[config.mk]
export PLATFORM = sky130hd
export DESIGN_NAME = lzwtc_ctrl
export DESIGN_NICKNAME = d
export VERILOG_FILES = /design/src/rtl/lzwtc_pkg.sv /design/src/rtl/lzwtc_ctrl.sv
export SDC_FILE = /design/constraint.sdc
export NUM_CORES = 1
export LEC_CHECK = 0
export ABC_AREA = 1
export BUFFER_PORTS_ARGS = -buffer_cell sky130_fd_sc_hd__buf_2
export CAP_MARGIN = 20
export CORE_AREA = 2 2 39 41
export CTS_BUF_LIST = sky130_fd_sc_hd__clkbuf_4 sky130_fd_sc_hd__clkbuf_8
export DETAILED_ROUTE_END_ITERATION = 10
export DIE_AREA = 0 0 41 43
export GPL_ROUTABILITY_DRIVEN = 0
export GPL_TIMING_DRIVEN = 1
export SLEW_MARGIN = 10
export SYNTH_ARGS = -nofsm -noshare
export SYNTH_HDL_FRONTEND = slang
export SYNTH_SLANG_ARGS = --single-unit
[constraint.sdc]
create_clock -name clk -period 0.96 [get_ports clk]
set_clock_uncertainty 0.1 [all_clocks]
set_input_delay 0.288 -clock clk [delete_from_list [all_inputs] [get_ports clk]]
set_output_delay 0.288 -clock clk [all_outputs]
set_load 0.02 [all_outputs]
[src/rtl/lzwtc_pkg.sv]
// Shared types and constants of the LZW trie compressor.
// Used by lzwtc_ctrl, lzwtc_dpath and lzw_trie_compressor; depends on nothing.
`timescale 1ns / 1ps

package lzwtc_pkg;

  localparam int DICT_DEPTH      = 512;
  localparam int ROOT_COUNT      = 256;
  localparam int MAX_BLOCK_CODES = 64;

  localparam int SYM_W  = 8;
  localparam int IDX_W  = $clog2(DICT_DEPTH);
  localparam int USED_W = $clog2(DICT_DEPTH + 1);
  localparam int CNT_W  = $clog2(MAX_BLOCK_CODES + 1);
  localparam int CPB_W  = 7;

  localparam int CPB_RESET = 64;

  // configuration register indexes
  localparam int REG_CODES_PER_BLOCK = 0;

  // controller -> datapath
  typedef struct packed {
    logic accept;      // latch letter, read child link of the match node
    logic walk_first;  // start walk at first child
    logic walk_next;   // step to next sibling
    logic mark_last;   // remember current node as tail of the list
    logic hit;         // move match node to current node
    logic alloc;       // append new node (if room)
    logic link;        // hook new node into the list
    logic emit;        // load result word, advance block state
  } cmd_t;

  // datapath -> controller
  typedef struct packed {
    logic child_zero;
    logic letter_eq;
    logic sib_zero;
    logic full;
    logic out_free;
  } sts_t;

endpackage

[src/rtl/lzwtc_ctrl.sv]
// Controller state machine of the LZW trie compressor.
// Depends on lzwtc_pkg; drives lzwtc_dpath through lzwtc_pkg::cmd_t.
`timescale 1ns / 1ps

module lzwtc_ctrl (
  input  logic               clk,
  input  logic               rst_n,
  input  logic               in_tvalid,
  output logic               in_tready,
  input  lzwtc_pkg::sts_t    sts,
  output lzwtc_pkg::cmd_t    cmd
);

  localparam logic [2:0] S_IDLE  = 3'd0;
  localparam logic [2:0] S_CHILD = 3'd1;
  localparam logic [2:0] S_WALK  = 3'd2;
  localparam logic [2:0] S_ALLOC = 3'd3;
  localparam logic [2:0] S_LINK  = 3'd4;
  localparam logic [2:0] S_EMIT  = 3'd5;

  logic [2:0] state_r;
  logic [2:0] state_nxt;

  always_comb begin
    state_nxt = state_r;
    cmd       = '0;
    in_tready = 1'b0;
    case (state_r)
      S_IDLE: begin
        in_tready = 1'b1;
        if (in_tvalid) begin
          cmd.accept = 1'b1;
          state_nxt  = S_CHILD;
        end
      end
      S_CHILD: begin
        if (sts.child_zero) begin
          state_nxt = S_ALLOC;
        end else begin
          cmd.walk_first = 1'b1;
          state_nxt      = S_WALK;
        end
      end
      S_WALK: begin
        if (sts.letter_eq) begin
          cmd.hit   = 1'b1;
          state_nxt = S_IDLE;
        end else if (sts.sib_zero) begin
          cmd.mark_last = 1'b1;
          state_nxt     = S_ALLOC;
        end else begin
          cmd.walk_next = 1'b1;
        end
      end
      S_ALLOC: begin
        cmd.alloc = 1'b1;
        state_nxt = sts.full ? S_EMIT : S_LINK;
      end
      S_LINK: begin
        cmd.link  = 1'b1;
        state_nxt = S_EMIT;
      end
      S_EMIT: begin
        if (sts.out_free) begin
          cmd.emit  = 1'b1;
          state_nxt = S_IDLE;
        end
      end
      default: begin
        state_nxt = S_IDLE;
      end
    endcase
  end

  always_ff @(posedge clk) begin
    if (!rst_n) begin
      state_r <= S_IDLE;
    end else begin
      state_r <= state_nxt;
    end
  end

endmodule

Word level (Yosys, flattened, before mapping):

Cells that the tools add are included.

* flip-flop bits (word level): 3
* bits of input ports: 8
* output and inout bits: 9
* logic and storage cells: 32

* equal/unequal tests: 8
* muxes and demuxes: 21
* reduce and logical (&&, ||, !) cells: 2

Operators with widths (count)
* 3-bit case mux with 6 select lines: 1
* 3-bit two-way mux: 5
* 1-bit two-way mux: 14
* 3-bit by 2-bit equality test with 1-bit output, second input constant: 2
* 3-bit equality test, second input constant: 2
* 2-bit inequality test, second input constant: 2
* 3-bit by 1-bit equality test with 1-bit output, second input constant: 1
* 3-bit logical NOT: 1
* 3-bit inequality test, second input constant: 1
* 3-bit AND reduction: 1
* 2-bit two-way mux: 1

Depth between registers and ports, before layout:

Gate-level depths: netlist of run 1.

* word-level depth: 3
* gate-level depth with buffers: 7
* gate-level depth less buffers: 7

Worst setup path after synthesis of run 1:

Ideal clock, no wire load.

* kind: register to output
* from: register state_r[0]
* to: output port cmd[0] (netlist bit)
* data arrival time: 1.163 ns
* path slack: -0.591 ns
* stages on the path, launching flop included: 3
* path through: dfxtp_1 > inv_1 > nor4_1

RTL lines
* start: declaration: RTL line lzwtc_ctrl.sv:21 `logic [2:0] state_r;`
* start signal: assignment: RTL line lzwtc_ctrl.sv:79 `state_r <= state_nxt;`
* end: declaration: RTL line lzwtc_ctrl.sv:11 `output lzwtc_pkg::cmd_t cmd`

==> flow_metrics.tcl, run 1 <==
set metrics [dict create \
    synth-seq-cells 3 \
    startpoint "state_r[0]$_SDFFE_PN0P_" \
    timing.final.setup_violations 12 \
    crit_arrival_ns 1.07 \
    fin_setup_tns_ns -4.82 \
    layout-area-overhead-vs-synth_pct 160 \
    gate_count_after_technology_mapping 43 \
    post_synth.cell_area_avg_um2 5.59 \
    detailedRoute.firstPassIterationCount 2 \
    cell_type_contributing_the_most_total_cell_area_after_synthesis "sky130_fd_sc_hd__dfxtp_1" \
    failed_checks "setup timing" \
    critical_path_buf_inv_count 1 \
    crit_path_start_kind "flop" \
    die_area_um2 1760 \
    holdCritPathClass "in -> reg" \
    grt_start_max_net_pins 6 \
    detailed_place_hpwl_um 623 \
    worst_slew_pin_slew_ns 0.183 \
    core_area_um2 1380 \
    layout_worst_path_cycle_share 1.52 \
    power.leakage_nw 0.306 \
    synth.top_cell.area_share 0.250 \
    grt_first_pass_wirelength_um 1320 \
    numCtsBuffers 3 \
    critPathCaptureType "output pin" \
    vdd_ir_drop_max_mv 0.644 \
    mappedNetlistArea_um2 240 \
    worst_slack_ns -0.503 \
    row_count 14 \
    cts_buffer_depth 2 \
    yosysWarningCount 0 \
    critical_path_class "reg -> out" \
    die_height_um 43 \
    registers.top_by_ff_count "state_r" \
    drv.max_cap_violation_count 0 \
    worst_ep_required_time_ns 0.57 \
    detail_route.drc_violations 0 \
    timing.final.max_slew_violations 0 \
    clock_edge_transition_at_the_registers_on_the_reported_setup_and_hold_paths_ns 0.04 \
    port_buffer_count 16 \
    route.vias.total 373 \
    largest_reg_flops 3 \
    ctsHtreeMaxLevel 1 \
    timing.max_slew.rel_slack 0.877 \
    synth-compound-area-share 0.0677 \
    cpPeakStageDelay_ns 0.36 \
    initial_core_util 0.174 \
    antenna-diode-count 0 \
    post_synth_and_or_nand_nor_area_fraction 0.510 \
    timing.rr.start "state_r[1]$_SDFFE_PN0P_" \
    combinational_family_with_the_most_area_after_synthesis "simple AND/OR/NAND/NOR gates" \
    cts.hold.buffers_added 0 \
    wire_per_inst_um 9.01 \
    final.fill_count 145 \
    number_of_sinks_handled_by_clock_tree_synthesis 3 \
    number_of_antenna_violations_at_the_first_check_in_global_routing 0 \
    die_w_um 41 \
    synth-adder-area-share 0 \
    ys_types 13 \
    yosys.area_share.xor_xnor 0 \
    critical_path.top_delay_family "flip-flops" \
    cell_by_cell_trace_of_the_critical_path "nor2_4 > nand3_2 > nor2_4 > buf_6" \
    final-hold-violation-count 0 \
    ys_top_cells_by_area "sky130_fd_sc_hd__dfxtp_1 (25%), sky130_fd_sc_hd__inv_1 (14%), sky130_fd_sc_hd__nor2_1 (13%), sky130_fd_sc_hd__nand2_1 (11%), sky130_fd_sc_hd__nand3_1 (8.3%)" \
    ios 17 \
    timing.fmax_ghz 0.684 \
    rsz_0062_raised_after_global_routing "yes" \
    layout.nets 84 \
    average_vias_per_placed_instance 4.10 \
    post-route-util 0.452 \
    synth.area.mux_share 0 \
    first_global_vias 361 \
    worstPathMaxFanout 5 \
    power_density_of_the_placed_cells_nw_per_um2 1570 \
    crit_path_max_delay_cell_type "sky130_fd_sc_hd__dfxtp_4" \
    top_flop_regs "state_r (3)" \
    hold_path.startpoint "rst_n" \
    drt_first_iter_violations 2 \
    postSynthNetCount 51 \
    cts_root_buf "sky130_fd_sc_hd__clkbuf_4" \
    insertion_delay_ns 0.23 \
    tritoncts "yes" \
    path_common_cell "sky130_fd_sc_hd__nor2_4" \
    final_antenna_net_count 0 \
    grt_overflow 0 \
    totalPowerFinal_w 0.000982 \
    finalCriticalPeriod_ns 1.46 \
    grt_util_all_layers 0.110 \
    synth_seq_area_share 0.250 \
    routed_wl_um 820 \
    post_route_cells_drive_above_1_share 0.707 \
    outcome "complete, but fails checks" \
    timing.hold.ws_ns 0.221 \
]
-- layer usage --
layer / GRT usage / up-vias / wire length (µm)
met5: 0 / - / 0
met4: 0.0800 / 0 / 0
met3: 0.0157 / 0 / 40
met2: 0.178 / 8 / 465
met1: 0.122 / 168 / 314
li1: - / 197 / -
-- where the power goes --
group	internal (W)	leakage (nW)	total (W)	switching, W
Clock	0.000184	0.0184	0.000246	0.0000627
Sequential	0.000151	0.0267	0.000201	0.0000492
Combinational	0.000257	0.261	0.000535	0.000278
Total	0.000592	0.306	0.000982	0.000390
-- layout make-up --
type | instances | area (µm²) | share of cell area
multi-input combinational | 29 | 236 | 0.378
inverter | 11 | 51.3 | 0.0820
sequential | 3 | 71.3 | 0.114
timing repair buffer | 28 | 216 | 0.346
clock buffer | 4 | 30.0 | 0.0480
tap | 16 | 20.0 | 0.0320
-- worst paths after layout --
check | slack, ns | to | depth (start not counted)
max | -0.50 | cmd[5] | 4
min | 0.22 | state_r[0]$_SDFFE_PN0P_ | 3
max reg2reg | -0.31 | state_r[0]$_SDFFE_PN0P_ | 8
min reg2reg | 0.50 | state_r[1]$_SDFFE_PN0P_ | 2
-- cells in the final DEF, fill, tap and decap left out, drive strengths merged --
cell type	count
a21oi	2
a31oi	1
buf	28
clkbuf	4
dfxtp	3
inv	11
nand2	7
nand3	5
nand4	1
nor2	11
nor3	1
nor4	1
-- logic make-up after synthesis --
group / after synthesis
and+or+nand+nor: 26
buffers and inverters: 11
DFF: 3
AOI/OAI and AO/OA: 3
-- worst min-delay path, delay by kind of cell --
| family | cells | cell delay (ns) |
|---|---|---|
| AO/OA/AOI/OAI | 1 | 0.10 |
| buffers and inverters | 2 | 0.12 |
-- synth_stat cells --
cell,number
sky130_fd_sc_hd__inv_1,9
sky130_fd_sc_hd__nor2_1,8
sky130_fd_sc_hd__nand2_1,7
sky130_fd_sc_hd__nand3_1,4
sky130_fd_sc_hd__dfxtp_1,3
sky130_fd_sc_hd__nor2_2,3
sky130_fd_sc_hd__a21oi_1,2
sky130_fd_sc_hd__inv_2,2
sky130_fd_sc_hd__a31oi_1,1
sky130_fd_sc_hd__nand3_2,1
sky130_fd_sc_hd__nand4_1,1
sky130_fd_sc_hd__nor3_1,1
sky130_fd_sc_hd__nor4_1,1
-- repair_timing --
| action | 4_1_cts | 5_1_grt |
|---|---|---|
| buffers inserted | 4 | 2 |
| endpoints found under the setup margin | 12 | 12 |
| gates resized for setup | 25 | 5 |
| pin swaps | 7 | 4 |
-- through the flow --
step	cells	instance area (µm²)	worst slack (ns)
2_1_floorplan	43	308	-0.216
3_3_place_gp	85	483	-0.305
3_5_place_dp	85	483	-0.312
4_1_cts	91	609	-0.508
5_1_grt	91	626	-0.572
6_report	91	626	-0.503
Power figures use the tool's default switching activity.
==> run 2, diff against run 1 <==
Settings changed: CELL_PAD_IN_SITES_DETAIL_PLACEMENT from default to 0, CELL_PAD_IN_SITES_GLOBAL_PLACEMENT from default to 2, CORE_AREA 2 2 39 41 to default, CORE_UTILIZATION from default to 15, DIE_AREA 0 0 41 43 to default, PLACE_DENSITY_LB_ADDON from default to 0.1.
==> flow_metrics.tcl, run 2 (synthesis results as in run 1) <==
set metrics [dict create \
    drt_first_iter_violations 2 \
    cts.hold.buffers_added 0 \
    layout_worst_path_cycle_share 1.54 \
    detailedRoute.firstPassIterationCount 3 \
    timing.max_slew.rel_slack 0.882 \
    number_of_antenna_violations_at_the_first_check_in_global_routing 0 \
    worst_slack_ns -0.514 \
    post_route_cells_drive_above_1_share 0.740 \
    layout-area-overhead-vs-synth_pct 178 \
    detail_route.drc_violations 0 \
    cts_root_buf "sky130_fd_sc_hd__clkbuf_4" \
    outcome "complete, but fails checks" \
    grt_util_all_layers 0.114 \
    crit_path_max_delay_cell_type "sky130_fd_sc_hd__dfxtp_4" \
    row_count 14 \
    top_flop_regs "state_r (3)" \
    detailed_place_hpwl_um 621 \
    worstPathMaxFanout 5 \
    grt_first_pass_wirelength_um 1520 \
    rsz_0062_raised_after_global_routing "yes" \
    placed_area_um2 488 \
    worst_slew_pin_slew_ns 0.176 \
    finalCriticalPeriod_ns 1.47 \
    wire_per_inst_um 9.78 \
    die_area_um2 1770 \
    critical_path_class "reg -> out" \
    number_of_placed_instances_with_taps_included 84 \
    timing.final.max_slew_violations 0 \
    antenna-diode-count 0 \
    first_global_vias 366 \
    registers.top_by_ff_count "state_r" \
    power_density_of_the_placed_cells_nw_per_um2 1540 \
    fin_cells 93 \
    core_area_um2 1510 \
    final_design_area_no_fill_um2 667 \
    worst_ep_required_time_ns 0.57 \
    die_height_um 42.0 \
    critPathCaptureType "output pin" \
    final-hold-violation-count 0 \
    cpPeakStageDelay_ns 0.37 \
    average_vias_per_placed_instance 4.13 \
    layout.nets 86 \
    crit_arrival_ns 1.09 \
    power.leakage_nw 0.325 \
    largest_reg_flops 3 \
    port_buffer_count 16 \
    grt_overflow 0 \
    cts_buffer_depth 2 \
    clock_edge_transition_at_the_registers_on_the_reported_setup_and_hold_paths_ns 0.03 \
    initial_core_util 0.159 \
    ctsHtreeMaxLevel 1 \
    numCtsBuffers 3 \
    mostFrequentLayoutCells "sky130_fd_sc_hd__buf_4 (11), sky130_fd_sc_hd__buf_6 (10), sky130_fd_sc_hd__buf_2 (8), sky130_fd_sc_hd__nor2_4 (7), sky130_fd_sc_hd__inv_1 (7)" \
    post-route-util 0.443 \
    failed_checks "setup timing" \
    grt_start_max_net_pins 6 \
    drv.max_cap_violation_count 0 \
    detailedPlace.worstSlack_ns -0.312 \
    ios 17 \
    tritoncts "yes" \
    timing.final.setup_violations 12 \
    layout_commonest_cell "sky130_fd_sc_hd__buf_4" \
    insertion_delay_ns 0.23 \
    die_w_um 42.0 \
    vdd_ir_drop_max_mv 0.729 \
    final_antenna_net_count 0 \
    number_of_sinks_handled_by_clock_tree_synthesis 3 \
    route.vias.total 384 \
    timing.fmax_ghz 0.678 \
    routed_wl_um 910 \
    cell_by_cell_trace_of_the_critical_path "inv_4 > nand2_4 > nor3_4 > buf_6" \
    holdCritPathClass "in -> reg" \
    crit_path_start_kind "flop" \
]
==> run 2: cell type report <==
cell class / count / area [µm²]
Clock buffer: 4 / 30.0
Fill cell: 167 / 840
Inverter: 11 / 48.8
Multi-Input combinational cell: 29 / 241
Sequential cell: 3 / 71.3
Tap cell: 16 / 20.0
Timing Repair Buffer: 30 / 255
==> run 2: critical path: cells and delay by family (launching register included) <==
family | cells | cell delay (ns)
and+or+nand+nor | 2 | 0.26
DFF | 1 | 0.37
buffers and inverters | 2 | 0.23
==> run 2: through the flow <==
stage | hold slack (ns) | TNS [ns] | total power (W)
floorplan | 0.332 | -1.80 | 0.000438
global placement | 0.447 | -3.06 | 0.000597
detailed placement | 0.458 | -3.02 | 0.000594
CTS | 0.219 | -4.91 | 0.000991
global route | 0.245 | -5.65 | 0.00110
finish | 0.222 | -4.94 | 0.00103
==> run 2: per-layer routing <==
| metal | track usage | up-vias | wire length, µm |
|---|---|---|---|
| met2 | 0.184 | 11 | 503 |
| met5 | 0 | - | 0 |
| met4 | 0.0750 | 0 | 9 |
| met3 | 0.0259 | 2 | 37 |
| met1 | 0.133 | 168 | 360 |
| li1 | - | 203 | - |
==> run 2: final timing paths <==
check,from,endpoint,slack [ns],cells past startpoint
setup / recovery,state_r[1]$_SDFFE_PN0P_,cmd[7],-0.51,4
hold / removal,rst_n,state_r[1]$_SDFFE_PN0P_,0.22,3
setup reg to reg,state_r[2]$_SDFFE_PN0P_,state_r[0]$_SDFFE_PN0P_,-0.35,9
hold reg to reg,state_r[0]$_SDFFE_PN0P_,state_r[2]$_SDFFE_PN0P_,0.53,3
==> run 2: power breakdown <==
group / internal, W / switching [W] / leakage, nW
Combinational: 0.000295 / 0.000293 / 0.280
Sequential: 0.000151 / 0.0000451 / 0.0267
Clock: 0.000184 / 0.0000607 / 0.0184
==> run 2: repair_timing <==
item | 4_1_cts | 5_1_grt
resized for setup | 29 | 3
pin swaps | 2 | 0
setup endpoints to repair | 12 | 12
setup buffers | 2 | 3
